===== config.mk =====
export PLATFORM = sky130hd
export DESIGN_NAME = llas_rule
export DESIGN_NICKNAME = d
export VERILOG_FILES = /design/src/llas_pkg.sv /design/src/llas_rule.sv
export SDC_FILE = /design/constraint.sdc
export NUM_CORES = 1
export LEC_CHECK = 0
export ABC_AREA = 1
export ABC_CLOCK_PERIOD_IN_PS = 5200
export BUFFER_PORTS_ARGS = -buffer_cell sky130_fd_sc_hd__buf_4
export CORE_AREA = 2 2 39 41
export DETAILED_ROUTE_END_ITERATION = 10
export DIE_AREA = 0 0 41 43
export PLACE_DENSITY = 0.44
export SETUP_SLACK_MARGIN = 0.2
export SLEW_MARGIN = 20
export SYNTH_ARGS = -nofsm -noshare
export SYNTH_HDL_FRONTEND = slang
export SYNTH_SLANG_ARGS = --single-unit

===== constraint.sdc =====
create_clock -name vclk -period 5.2
set_input_delay 0.78 -clock vclk [all_inputs]
set_output_delay 0.78 -clock vclk [all_outputs]
set_load 0.02 [all_outputs]

===== src/llas_pkg.sv =====
// ---------------------------------------------------------------------------
// llas_pkg: shared types and constants for the life-like automaton step
// Register map, configuration bundle and neighborhood bundle used by the
// register block, the rule evaluator and the top level.
// ---------------------------------------------------------------------------
`default_nettype none

package llas_pkg;

  // Field widths fixed by the stream and register formats
  localparam int GRID_W      = 12;
  localparam int POS_W       = 11;
  localparam int ROW_LIMIT   = 2048;
  localparam int APB_AW      = 5;
  localparam int APB_DW      = 32;
  localparam int IN_TDATA_W  = 8;
  localparam int OUT_TDATA_W = 24;

  // Register indexes (byte address = 4 * index)
  typedef enum logic [2:0] {
    REG_GRID_WIDTH  = 3'd0,
    REG_GRID_HEIGHT = 3'd1,
    REG_START_ROW   = 3'd2,
    REG_START_COL   = 3'd3,
    REG_GOAL_ROW    = 3'd4,
    REG_GOAL_COL    = 3'd5
  } reg_idx_t;

  // Configuration register contents
  typedef struct packed {
    logic [GRID_W-1:0] grid_width;
    logic [GRID_W-1:0] grid_height;
    logic [POS_W-1:0]  start_row;
    logic [POS_W-1:0]  start_col;
    logic [POS_W-1:0]  goal_row;
    logic [POS_W-1:0]  goal_col;
  } cfg_t;

  // 3x3 neighborhood: each column has bit0 = row above, bit1 = center row,
  // bit2 = row below; the ok flags mark which neighbors lie inside the grid
  typedef struct packed {
    logic [2:0] left;
    logic [2:0] mid;
    logic [2:0] right;
    logic       top_ok;
    logic       bot_ok;
    logic       left_ok;
    logic       right_ok;
  } nbhd_t;

endpackage

`default_nettype wire


===== src/llas_rule.sv =====
// ---------------------------------------------------------------------------
// llas_rule: neighbor count and birth/survival rule
// Counts live neighbors inside the grid; a dead cell is born on 2 to 4,
// a live cell survives on 4 or 5.
// ---------------------------------------------------------------------------
`default_nettype none

module llas_rule (
  input  llas_pkg::nbhd_t nb,
  output logic            alive
);

  localparam logic [3:0] BIRTH_MIN = 4'd2;
  localparam logic [3:0] BIRTH_MAX = 4'd4;
  localparam logic [3:0] SURV_MIN  = 4'd4;
  localparam logic [3:0] SURV_MAX  = 4'd5;

  logic [2:0] rows;
  logic [2:0] left_m;
  logic [2:0] mid_m;
  logic [2:0] right_m;
  logic [3:0] count;

  // Mask rows and columns outside the grid, drop the center cell, count
  always_comb begin
    rows    = {nb.bot_ok, 1'b1, nb.top_ok};
    left_m  = nb.left_ok  ? (nb.left & rows)  : 3'b000;
    right_m = nb.right_ok ? (nb.right & rows) : 3'b000;
    mid_m   = nb.mid & rows & 3'b101;
    count   = 4'(left_m[0]) + 4'(left_m[1]) + 4'(left_m[2])
            + 4'(mid_m[0]) + 4'(mid_m[2])
            + 4'(right_m[0]) + 4'(right_m[1]) + 4'(right_m[2]);
    if (nb.mid[1]) begin
      alive = (count inside {[SURV_MIN:SURV_MAX]});
    end else begin
      alive = (count inside {[BIRTH_MIN:BIRTH_MAX]});
    end
  end

endmodule

`default_nettype wire


==> reports/qor.csv <==
metric,value,unit
ant_nets,0,
synth.largest_area_cell,fa_1,
path_delay_family,adder cells,
port_buffers,14,
startpoint_type,input pin,
first_pass_iters,2,
clock_buffers,0,
path_cells,buf_4 > nand3_1 > fa_1 > fa_1 > inv_1 > fa_1 > ha_1 > fa_1 > or2_1 > nand3_1 > nand2_1 > nand2_1 > buf_4,
n_antenna_cell,0,
max_cap_viol_count,0,
pin_count,14,
vias,290,
grt_pass1_vias,266,
hp-start,nb[8],
seq_cell_count,0,
layout.nets,79,
antenna_found_initial,0,
synth.cells.most_frequent,"nand2_1 (14), inv_1 (9), nand3_1 (6)",
register_area,0,sq um
syn_nets,63,
synth.avg_cell_area,6.23,sq um
synthCells,43,
yosysMostFrequentCell,nand2_1,
cp_max_fo,3,
worst_pin_slew,173,ps
drt-initial-drc-count,1,
cp_common_cell,fa_1,
synthTopCellsByArea,"fa_1 (30%), nand2_1 (20%), ha_1 (14%)",
syn2layout_area_growth,46.7,%
coreArea,1380,sq um
cts_resized,0,
hold_end,alive,
slew-limit-headroom,88.5,%
multi_input_area,234,sq um
nFillCells,153,
cts_setup_buffers,0,
grt_pass1_wl,917,um
timing.fmax,0.216,GHz
routedWlPerCell,6.85,um
drc,0,
critPathBufInv,3,
period_share,89.0,%
hold_depth,6,
crit_cells,13,
worst-endpoint-required,4420,ps
cp-startpoint,nb[1],
worstSetupPathType,input pin to primary output,
hold_buffers,0,
leakagePower,0.226,nW
finalHoldViolations,0,
finalCriticalPeriod,4630,ps
critPathMaxStageDelay,540,ps
worstHoldPathType,input pin to primary output,
place.gp.congestion,0.685,
rsz0062_at_grt,false,
arrival,3850,ps
chipHeight,43,um
dpl_cell_area,393,sq um
peakVddDrop,0.0000297,V
rows,14,
outcome,"complete, no violations",
grt_usage,6.83,%
cp-end-kind,primary output,
avgViaCountPerCell,3.97,
drv_slew,0,
start_util,19.3,%
synth_area,268,sq um
die_w,41,um
synth_top_area_share,29.9,%
final_cell_area,393,sq um
grt_max_degree,6,
p_per_area,108,nW/um^2
drive_above_1_share,28.1,%
cpMaxStageDelayCell,fa_1,
setup_viol,0,
fin_setup_tns,0,ps
ys_warn_count,0,
dp_hpwl,497,um
overflow,0,
die-area,1760,sq um
ys_types,9,
wl,500,um
yosysSeqAreaShare,0,%
hold_slack,2010,ps
==> per-layer routing <==
| metal | track usage [%] | routed length, um | vias to the layer above |
|---|---|---|---|
| met2 | 12.5 | 271 | 2 |
| met4 | 0 | 0 | 0 |
| met5 | 0 | 0 | - |
| met1 | 9.03 | 217 | 131 |
| met3 | 0 | 11 | 0 |
| li1 | - | - | 157 |
==> worst max path at each step <==
stage / endpoint / slack [ps]
final: alive / 570
after global routing: alive / 420
after CTS: alive / 540
after detailed placement: alive / 550
after global placement: alive / 550
after floorplan: alive / 770
==> layout by cell type (no fill, tap or decap) <==
master	instances
inv_1	9
ha_1	3
fa_1	4
nor2_1	4
buf_4	14
nand2_1	14
nor2_2	1
or2_1	1
nand3_1	6
nand2_2	1
==> stage by stage <==
stage / power (mW) / utilization [%] / worst slack [ps] / cells
final: 0.0426 / 28.4 / 573 / 73
after global routing: 0.0495 / 28.4 / 423 / 73
after CTS: 0.0438 / 28.4 / 543 / 73
after detailed placement: 0.0435 / 28.4 / 546 / 73
after global placement: 0.0438 / 28.4 / 548 / 73
after floorplan: 0.0285 / - / 770 / 43
==> tightest hold or removal path, delay by kind of cell <==
family	cells	cell delay [ps]
buffers and inverters	3	240
AND/OR/NAND/NOR	3	210
==> area by class of cell <==
type | instances | area share (%)
Timing Repair Buffer | 14 | 26.8
Multi-Input combinational cell | 34 | 59.6
Tap cell | 16 | 5.10
Inverter | 9 | 8.60
==> power breakdown <==
| part | internal, mW | switching (mW) |
|---|---|---|
| sequential | 0 | 0 |
| clock | 0 | 0 |
| combinational | 0.0217 | 0.0209 |
| total | 0.0217 | 0.0209 |
==> cell families (layout without fill, tap and decap cells) <==
logic type | count (synthesis) | in the layout | synth area share (%)
buf+inv | 9 | 23 | 12.6
simple gates | 27 | 27 | 43.5
fa+ha+maj | 7 | 7 | 43.9
Note: power is estimated with default switching activity, not from simulation.
