**src/llas_pkg.sv**
```systemverilog
// ---------------------------------------------------------------------------
// llas_pkg: shared types and constants for the life-like automaton step
// Register map, configuration bundle and neighborhood bundle used by the
// register block, the rule evaluator and the top level.
// ---------------------------------------------------------------------------
`default_nettype none

package llas_pkg;

  // Field widths fixed by the stream and register formats
  localparam int GRID_W      = 12;
  localparam int POS_W       = 11;
  localparam int ROW_LIMIT   = 2048;
  localparam int APB_AW      = 5;
  localparam int APB_DW      = 32;
  localparam int IN_TDATA_W  = 8;
  localparam int OUT_TDATA_W = 24;

  // Register indexes (byte address = 4 * index)
  typedef enum logic [2:0] {
    REG_GRID_WIDTH  = 3'd0,
    REG_GRID_HEIGHT = 3'd1,
    REG_START_ROW   = 3'd2,
    REG_START_COL   = 3'd3,
    REG_GOAL_ROW    = 3'd4,
    REG_GOAL_COL    = 3'd5
  } reg_idx_t;

  // Configuration register contents
  typedef struct packed {
    logic [GRID_W-1:0] grid_width;
    logic [GRID_W-1:0] grid_height;
    logic [POS_W-1:0]  start_row;
    logic [POS_W-1:0]  start_col;
    logic [POS_W-1:0]  goal_row;
    logic [POS_W-1:0]  goal_col;
  } cfg_t;

  // 3x3 neighborhood: each column has bit0 = row above, bit1 = center row,
  // bit2 = row below; the ok flags mark which neighbors lie inside the grid
  typedef struct packed {
    logic [2:0] left;
    logic [2:0] mid;
    logic [2:0] right;
    logic       top_ok;
    logic       bot_ok;
    logic       left_ok;
    logic       right_ok;
  } nbhd_t;

endpackage

`default_nettype wire

```
**src/llas_regs.sv**
```systemverilog
// ---------------------------------------------------------------------------
// llas_regs: configuration register block
// APB-style slave holding grid size and the two cells forced dead.
// ---------------------------------------------------------------------------
`default_nettype none

module llas_regs (
  input  wire logic                           clk,
  input  wire logic                           rst,
  input  wire logic                           psel,
  input  wire logic                           penable,
  input  wire logic                           pwrite,
  input  wire logic [llas_pkg::APB_AW-1:0]    paddr,
  input  wire logic [llas_pkg::APB_DW-1:0]    pwdata,
  output logic      [llas_pkg::APB_DW-1:0]    prdata,
  output logic                                pready,
  output llas_pkg::cfg_t                      cfg
);

  logic              wr_en;
  llas_pkg::reg_idx_t idx;

  assign pready = 1'b1;
  assign wr_en  = psel && penable && pwrite;
  assign idx    = llas_pkg::reg_idx_t'(paddr[llas_pkg::APB_AW-1:2]);

  // Write registers on the access phase of a write transaction
  always_ff @(posedge clk) begin
    if (rst) begin
      cfg.grid_width  <= llas_pkg::GRID_W'(llas_pkg::ROW_LIMIT);
      cfg.grid_height <= llas_pkg::GRID_W'(llas_pkg::ROW_LIMIT);
      cfg.start_row   <= '0;
      cfg.start_col   <= '0;
      cfg.goal_row    <= '0;
      cfg.goal_col    <= '0;
    end else if (wr_en) begin
      case (idx)
        llas_pkg::REG_GRID_WIDTH:  cfg.grid_width  <= pwdata[llas_pkg::GRID_W-1:0];
        llas_pkg::REG_GRID_HEIGHT: cfg.grid_height <= pwdata[llas_pkg::GRID_W-1:0];
        llas_pkg::REG_START_ROW:   cfg.start_row   <= pwdata[llas_pkg::POS_W-1:0];
        llas_pkg::REG_START_COL:   cfg.start_col   <= pwdata[llas_pkg::POS_W-1:0];
        llas_pkg::REG_GOAL_ROW:    cfg.goal_row    <= pwdata[llas_pkg::POS_W-1:0];
        llas_pkg::REG_GOAL_COL:    cfg.goal_col    <= pwdata[llas_pkg::POS_W-1:0];
        default: ;
      endcase
    end
  end

  // Read back the addressed register, zero for unused addresses
  always_comb begin
    case (idx)
      llas_pkg::REG_GRID_WIDTH:  prdata = llas_pkg::APB_DW'(cfg.grid_width);
      llas_pkg::REG_GRID_HEIGHT: prdata = llas_pkg::APB_DW'(cfg.grid_height);
      llas_pkg::REG_START_ROW:   prdata = llas_pkg::APB_DW'(cfg.start_row);
      llas_pkg::REG_START_COL:   prdata = llas_pkg::APB_DW'(cfg.start_col);
      llas_pkg::REG_GOAL_ROW:    prdata = llas_pkg::APB_DW'(cfg.goal_row);
      llas_pkg::REG_GOAL_COL:    prdata = llas_pkg::APB_DW'(cfg.goal_col);
      default:                   prdata = '0;
    endcase
  end

endmodule

`default_nettype wire

```
**config.mk**
```make
export PLATFORM = sky130hd
export DESIGN_NAME = llas_regs
export DESIGN_NICKNAME = d
export VERILOG_FILES = /design/src/llas_pkg.sv /design/src/llas_regs.sv
export SDC_FILE = /design/constraint.sdc
export NUM_CORES = 1
export LEC_CHECK = 0
export ABC_AREA = 0
export BUFFER_PORTS_ARGS = -buffer_cell sky130_fd_sc_hd__buf_2
export CAP_MARGIN = 20
export CELL_PAD_IN_SITES_DETAIL_PLACEMENT = 0
export CELL_PAD_IN_SITES_GLOBAL_PLACEMENT = 1
export CORE_ASPECT_RATIO = 0.8
export CORE_UTILIZATION = 30
export DETAILED_ROUTE_END_ITERATION = 7
export PLACE_DENSITY = 0.74
export SKIP_CTS_REPAIR_TIMING = 1
export SYNTH_ARGS = -nofsm -noshare
export SYNTH_HDL_FRONTEND = slang
export SYNTH_SLANG_ARGS = --single-unit
```
**constraint.sdc**
```tcl
create_clock -name clk -period 1.4 [get_ports clk]
set_clock_uncertainty 0.2 [all_clocks]
set_input_delay 0.07 -clock clk [delete_from_list [all_inputs] [get_ports clk]]
set_output_delay 0.07 -clock clk [all_outputs]
set_load 0.05 [all_outputs]
```
==> results of run 1 <==
-- metal layers --
| layer | part of all wire | vias up | routed length [um] | track usage |
|---|---|---|---|---|
| met2 | 0.46 | 102 | 5061 | 0.2714 |
| met3 | 0.075 | 7 | 829 | 0.05841 |
| met4 | 0.0075 | 0 | 83 | 0.04034 |
| li1 | - | 1528 | - | - |
| met5 | 0 | - | 0 | 0 |
| met1 | 0.46 | 1501 | 5091 | 0.2496 |
-- cells in the mapped netlist, types with 2 or more instances --
cell type / n
nand2_1: 9
conb_1: 2
a221oi_2: 3
a21oi_1: 27
a221oi_1: 2
nand2b_1: 56
mux2_2: 5
buf_4: 28
buf_6: 2
dfxtp_1: 68
a22oi_1: 5
nand3_1: 22
mux2_4: 3
mux2_1: 8
o221ai_1: 6
clkbuf_1: 10
mux2i_1: 59
buf_2: 9
nor2_1: 3
o21ai_0: 22
-- where the power goes --
part / total (W) / switching (W) / internal, W
clock network: 0.00245 / 0.000849 / 0.00161
registers: 0.00196 / 0.0000118 / 0.00195
logic: 0.000724 / 0.000477 / 0.000247
-- worst min path at each step --
stage,start,endpoint,slack [ns],cells past startpoint
after global routing,penable,cfg[66],0.03,4
after CTS,pwdata[6],cfg[39],-0.19,3
final,penable,cfg[67],0.007,4
after floorplan,pwdata[0],cfg[11],0.01,2
after global placement,pwdata[11],cfg[55],0.14,3
after detailed placement,pwdata[5],cfg[38],0.16,3
-- area by class of cell --
| type | count | area (sq um) |
|---|---|---|
| sequential | 68 | 1445 |
| multi-input combinational | 262 | 2206 |
| timing repair buffer | 165 | 1214 |
| fill | 1033 | 5693 |
| clock inverter | 4 | 72.57 |
| clock buffer | 12 | 246.5 |
| inverter | 1 | 3.754 |
| tap | 144 | 180.2 |
-- cell families (layout without fill, tap and decap cells) --
family	Yosys count	after routing	synth area share
compound gates	65	65	0.1145
buf+inv	50	182	0.09179
flops	68	68	0.3916
mux	75	75	0.2250
other cells	2	21	0.002161
simple gates	101	101	0.1749
-- worst register-to-register path: stages (launching register included) --
cell and delay [ns]:
dfxtp_2 0.32, buf_4 0.13, buf_4 0.12, nand2b_1 0.06
mux2i_1 0.06
-- per-stage QoR --
step	total power, W	area, sq um	utilization
CTS	0.005087	4955	0.4480
global placement	0.002647	4636	0.4191
floorplan	0.002500	3802	-
global route	0.005287	5368	0.4853
finish	0.005143	5368	0.4853
detailed placement	0.002652	4636	0.4191
==> out/results.ini, run 1 <==
[finish]
largest_reg_flops=68
layout_commonest_cell=buf_2
layout.cells.non_filler=656
drive_above_1_share=0.5527
final_cell_mix=86 x buf_2, 67 x dfxtp_2, 57 x mux2i_1, 56 x nand2b_1, 45 x buf_4
reg_top3=cfg (68)
diodes=0
final_nets=549
regMostFlops=cfg
area_growth_pct=54.43

[global_route]
grt_usage=0.1807
antenna_found_initial=0
grt_pass1_wl_um=16370
grt_pass1_vias=2977
grt_max_degree=74
overflow=0

[timing]
slew_violations=0
hold_viol=0
period_minus_slack_ns=1.720
timing.hold.ws_ns=0.007079
fin_crit_sh=1.228
setup_violations=11
rsz0062_at_grt=true
finalSetupTns_ns=-2.239
max_freq_mhz=581.5
fin_ws_ns=-0.3198

[setup_path]
path_class=reg -> out
cp_max_fo=2
critPathArrivalTime_ns=1.45
required_ns=1.13
endpoint_kind=output pin
max_stage_delay_ns=0.32
cp-start-kind=flop
r2r-end=cfg[59]
crit_family=compound AO/OA/AOI/OAI gates
crit_path_start=cfg[62]
cp_num_buf_inv=1
cp_cell_sequence=mux2_4 > a221oi_4 > a21oi_4 > buf_6
r2r_cells=4
reg2reg_slack_ns=0.40
crit_end=prdata[6]
critical_path_depth=4
crit_slowest_cell=dfxtp_2
reg2reg_from=cfg[59]

[run_status]
outcome=finished, violations left
violations=negative setup slack

[power_and_ir_drop]
max-vdd-ir-drop_mv=0.5590
p_leak_nw=2.562
powerDensity_mw_per_mm2=958.1

[routing]
drc=0
via_per_inst=4.784
wl_um=11070
firstDrtPassIters=4
vias=3138
wl_per_cell_um=16.87
initialDrtViolationCount=189
ant_nets=0

[cts]
clock_sinks=68
clock_path_buffers=2
cts_tree=done
cts_root_buffer=clkbuf_16
h-tree-depth=3
insertion_delay_ns=0.33
cts_buffers=9
path_clk_slew_ns=0.06

[logic_synthesis]
synth-edff-count=0
yosys-top-cells-area=dfxtp_1 39%, mux2i_1 17%, nand2b_1 10%
syn-mean-instance-area_sq_um=9.628
yosys_warnings=0
ys_seq_elements=68
seq_area_frac_synth=0.3916
synth_top_area_share=0.3916
synthDistinctLibCells=32
synthCells=361
yosys.area.top_type=dfxtp_1
synthFlopType=dfxtp_1
synthesis.area_sq_mm=0.003476
synthArstFlopShare=0

[floorplanning]
dieArea_sq_mm=0.01202
fp.dieW_um=122.3
num_rows=34
core_sq_mm=0.01106
die_h_um=98.28
start_util=0.3143
io_pins=143

[place]
numPlacedInstances=622
portBuffers=99
dp_slack_ns=-0.1770
routabilityCongestion=0.8030
hpwlAfterDp_um=7792

[worst_hold_path]
hold_path_class=in -> reg

[run]
maxCapViolCount=0

Note: power is estimated with default switching activity, not from simulation.
==> inputs of run 2 (changes only) <==
Settings changed: MAX_ROUTING_LAYER from default to met4, SETUP_SLACK_MARGIN from default to 0.02.
==> run 2 against run 1 <==
Against the previous run: the run still ends with negative setup slack left; via count hardly changed; wire length is 2.7% lower; sequential cell count did not move; final cell count grew 0.61%; combinational power barely moved; non-clock buffer count up 4; first-iteration DRC count is 11% lower; critical path type unchanged; highest routed layer unchanged.
==> out/results.ini, run 2 (same netlist as run 1, synthesis figures left out) <==
[run_status]
outcome=finished, violations left
violations=negative setup slack

[routing]
via_per_inst=4.752
wl_um=10770
wl_per_cell_um=16.32
firstDrtPassIters=4
ant_nets=0
drc=0
vias=3136
initialDrtViolationCount=168

[finish]
final_nets=553
reg_top3=cfg (68)
final_cell_mix=87 x buf_2, 60 x dfxtp_2, 56 x nand2b_1, 56 x mux2i_1, 48 x buf_4
drive_above_1_share=0.5581
num-fill-cells=1062
largest_reg_flops=68
post-route-util=0.4842
diodes=0
area_growth_pct=54.07
layout.cells.non_filler=660
layout_commonest_cell=buf_2
regMostFlops=cfg

[power_and_ir_drop]
p_sw_w=0.001337
powerDensity_mw_per_mm2=882.2
seq_power_share=0.412
cellInternalPower_w=0.003387
combPwrFrac=0.154
p_leak_nw=2.551
p_sw_frac=0.2831
max-vdd-ir-drop_mv=0.6455
p_total_w=0.004725
power_frac_clock=0.434

[setup_path]
r2r-end=cfg[34]
reg2reg_slack_ns=0.44
reg2reg_from=cfg[34]
r2r_cells=3
path_class=reg -> out
critPathArrivalTime_ns=1.43
endpoint_kind=output pin
required_ns=1.13
crit_slowest_cell=dfxtp_2
cp_max_fo=2
cp-start-kind=flop
cp_cell_sequence=mux2_4 > a221oi_4 > a21oi_4 > buf_6
max_stage_delay_ns=0.31

[timing]
fin_crit_sh=1.214
period_minus_slack_ns=1.699
hold_viol=0
rsz0062_at_grt=true
setup_violations=11
max_freq_mhz=588.5
slew_violations=0
fin_ws_ns=-0.2992

[global_route]
antenna_found_initial=0
grt_pass1_vias=2940
grt_pass1_wl_um=16420
grt_max_degree=47
overflow=0
grt_usage=0.1839

[place]
routabilityCongestion=0.8019
dp_slack_ns=-0.1683
portBuffers=99
numPlacedInstances=625
hpwlAfterDp_um=7850

[floorplanning]
io_pins=143
core_sq_mm=0.01106
die_h_um=98.28
num_rows=34
start_util=0.3143
dieArea_sq_mm=0.01202
fp.dieW_um=122.3

[cts]
cts_buffers=9
insertion_delay_ns=0.32
cts_tree=done
path_clk_slew_ns=0.05
clock_path_buffers=2
h-tree-depth=3
cts_root_buffer=clkbuf_16
clock_sinks=68

[worst_hold_path]
hold_start=rst
min_path_cells=4
hold_end=cfg[55]
hold_path_class=in -> reg

[run]
maxCapViolCount=0

[run 2: cell types whose count changed in the layout (fill, tap and decap cells not counted), moves of 2 or more]
cell | before | now
buf_12 | 9 | 7
dfxtp_4 | 0 | 8
bufinv_16 | 2 | 0
buf_4 | 45 | 48
dfxtp_2 | 67 | 60
dlygate4sd3_1 | 13 | 15
[run 2: critical path, delay by kind of cell (launching register included)]
family                 cells  cell delay [ns]
AO/OA/AOI/OAI              2             0.35
buffers and inverters      1             0.16
flip-flops                 1             0.31
multiplexers               1             0.28
[run 2: final cells by class]
cell class,instances,area (sq um),area share
inverter,1,3.754,0.0007009
clock buffer,10,229.0,0.04276
sequential,68,1466,0.2738
multi-input combinational,262,2215,0.4136
clock inverter,6,40.04,0.007477
timing repair buffer,169,1221,0.2280
tap,144,180.2,0.03364
[run 2: routing by layer]
| metal | wire length (um) | up-vias | track usage |
|---|---|---|---|
| li1 | - | 1538 | - |
| met2 | 4924 | 90 | 0.2684 |
| met4 | 67 | 0 | 0.03377 |
| met3 | 536 | 6 | 0.04030 |
| met5 | 0 | - | - |
| met1 | 5243 | 1502 | 0.2592 |
[run 2: power by group through the flow]
stage	Clock (W)	Combinational, W	Sequential (W)
after floorplan	0	0.000448	0.00204
after global routing	0.00219	0.000766	0.00195
after detailed placement	0	0.000646	0.00199
final	0.00205	0.000727	0.00195
after global placement	0	0.000639	0.00199
after CTS	0.00209	0.000648	0.00195
[run 2: metrics by stage]
stage,setup TNS (ns),hold WS (ns),cell area (sq um)
6_report,-2.159,0.03291,5355
5_1_grt,-2.641,0.05352,5355
4_1_cts,-3.338,-0.1931,4937
3_5_place_dp,-2.396,0.1442,4668
3_3_place_gp,-1.748,0.1413,4668
2_1_floorplan,0,0.01018,3837
[run 2: worst max path at each step]
stage / startpoint / endpoint / slack [ns] / depth (start not counted)
2_1_floorplan: paddr[4] / prdata[0] / 0.02 / 4
6_report: cfg[62] / prdata[6] / -0.30 / 4
4_1_cts: cfg[59] / prdata[3] / -0.36 / 4
3_5_place_dp: paddr[3] / prdata[3] / -0.17 / 6
3_3_place_gp: paddr[3] / prdata[3] / -0.14 / 6
5_1_grt: cfg[59] / prdata[3] / -0.35 / 4
==> inputs of run 3 (changes only) <==
Settings changed: HOLD_SLACK_MARGIN from default to 0.02.
Clock period 1.4 ns to 1.8 ns, I/O delays scaled along.
==> run 3 against run 2 <==
Against the previous run: the flow now finishes without violations; non-clock buffer count decreased by 37; clock power is 7% lower; combinational power down 35%; worst hold slack improved by 0.0091 ns; highest routed layer unchanged.
==> out/results.ini, run 3 (same netlist as run 1, synthesis figures left out) <==
[run]
maxCapViolCount=0

[finish]
area_growth_pct=33.51
post-route-util=0.4196
multi_input_area_sq_mm=0.001957
layout_commonest_cell=buf_2
final_nets=516
seqCellArea_sq_mm=0.001363
drive_above_1_share=0.3549
reg_top3=cfg (68)
largest_reg_flops=68
num-fill-cells=1108
regMostFlops=cfg
final_cell_mix=97 x buf_2, 67 x dfxtp_1, 59 x mux2i_1, 56 x nand2b_1
layout.cells.non_filler=623
diodes=0

[timing]
timing.hold.ws_ns=0.04197
fin_ws_ns=0.06874
hold_viol=0
setup_violations=0
fin_crit_sh=0.9618
max_freq_mhz=577.6
period_minus_slack_ns=1.731
rsz0062_at_grt=true
slew_violations=0

[floorplanning]
die_h_um=98.28
start_util=0.3143
dieArea_sq_mm=0.01202
io_pins=143
fp.dieW_um=122.3
num_rows=34
core_sq_mm=0.01106

[power_and_ir_drop]
p_sw_frac=0.2561
combPwrFrac=0.121
seq_power_share=0.391
p_leak_nw=2.233
powerDensity_mw_per_mm2=840.3
power_frac_clock=0.488
p_sw_w=0.0009987
cellInternalPower_w=0.002901
max-vdd-ir-drop_mv=0.3428

[worst_hold_path]
hold_path_class=in -> reg

[setup_path]
path_class=reg -> out
endpoint_kind=output pin
critPathArrivalTime_ns=1.44
cp-start-kind=flop
required_ns=1.51
cp_max_fo=3

[global_route]
grt_max_degree=81
grt_usage=0.1732
overflow=0
antenna_found_initial=0
grt_pass1_wl_um=15260
grt_pass1_vias=2751

[place]
dp_slack_ns=0.05609
numPlacedInstances=595
hpwlAfterDp_um=7216
portBuffers=99
routabilityCongestion=0.7610

[routing]
wl_um=10010
vias=3006
via_per_inst=4.825
initialDrtViolationCount=250
ant_nets=0
wl_per_cell_um=16.07
drc=0
firstDrtPassIters=4

[cts]
cts_root_buffer=clkbuf_16
cts_buffers=9
clock_sinks=68
clock_path_buffers=2
path_clk_slew_ns=0.06
h-tree-depth=3
insertion_delay_ns=0.33
cts_tree=done

[run_status]
outcome=finished clean

==> run 3: cell count changes in the layout (fill, tap and decap cells not counted), sizes merged <==
cell,before,now
clkinvlp,2,3
bufinv,0,2
dlygate4sd3,15,12
clkinv,2,1
inv,3,1
buf,154,120
==> run 3: cell type report <==
type / instances / area share
clock buffers: 10 / 0.05150
flip-flops and latches: 68 / 0.2936
multi-input cells: 262 / 0.4217
well taps: 144 / 0.03882
inverters: 1 / 0.0008088
repair buffers: 132 / 0.1747
clock inverters: 6 / 0.01887
==> run 3: power groups by stage <==
stage	clock network [W]	logic [W]	registers, W
after floorplan	0	0.000331	0.00160
after global placement	0	0.000438	0.00156
after detailed placement	0	0.000443	0.00156
after CTS	0.00195	0.000443	0.00153
after global routing	0.00204	0.000498	0.00153
final	0.00190	0.000471	0.00153
==> run 3: through the flow <==
stage	power [W]	TNS, ns	instance area [sq um]
CTS	0.003916	-0.002299	4478
floorplan	0.001926	0	3608
detailed placement	0.002001	0	4151
global placement	0.001996	0	4151
finish	0.003900	0	4641
global route	0.004059	0	4641
==> run 3: per-layer routing <==
| metal | vias to the layer above | GRT usage | share of wire |
|---|---|---|---|
| li1 | 1451 | - | - |
| met1 | 1442 | 0.2363 | 0.48 |
| met2 | 105 | 0.2528 | 0.46 |
| met3 | 8 | 0.04556 | 0.052 |
| met4 | 0 | 0.03940 | 0.0076 |
| met5 | - | - | 0 |
==> run 3: worst max-delay path: stages, from the launching register on <==
cell      delay [ns]
dfxtp_1         0.34
mux2_2          0.28
a221oi_2        0.24
a21oi_2         0.04
buf_2           0.21
==> run 3: path summary, 6_finish.rpt <==
| check | slack (ns) | start | cells after the start | to |
|---|---|---|---|---|
| max | 0.07 | cfg[39] | 4 | prdata[6] |
| min | 0.04 | rst | 3 | cfg[37] |
| max reg2reg | 0.86 | cfg[16] | 2 | cfg[16] |
| min reg2reg | 0.29 | cfg[64] | 2 | cfg[64] |
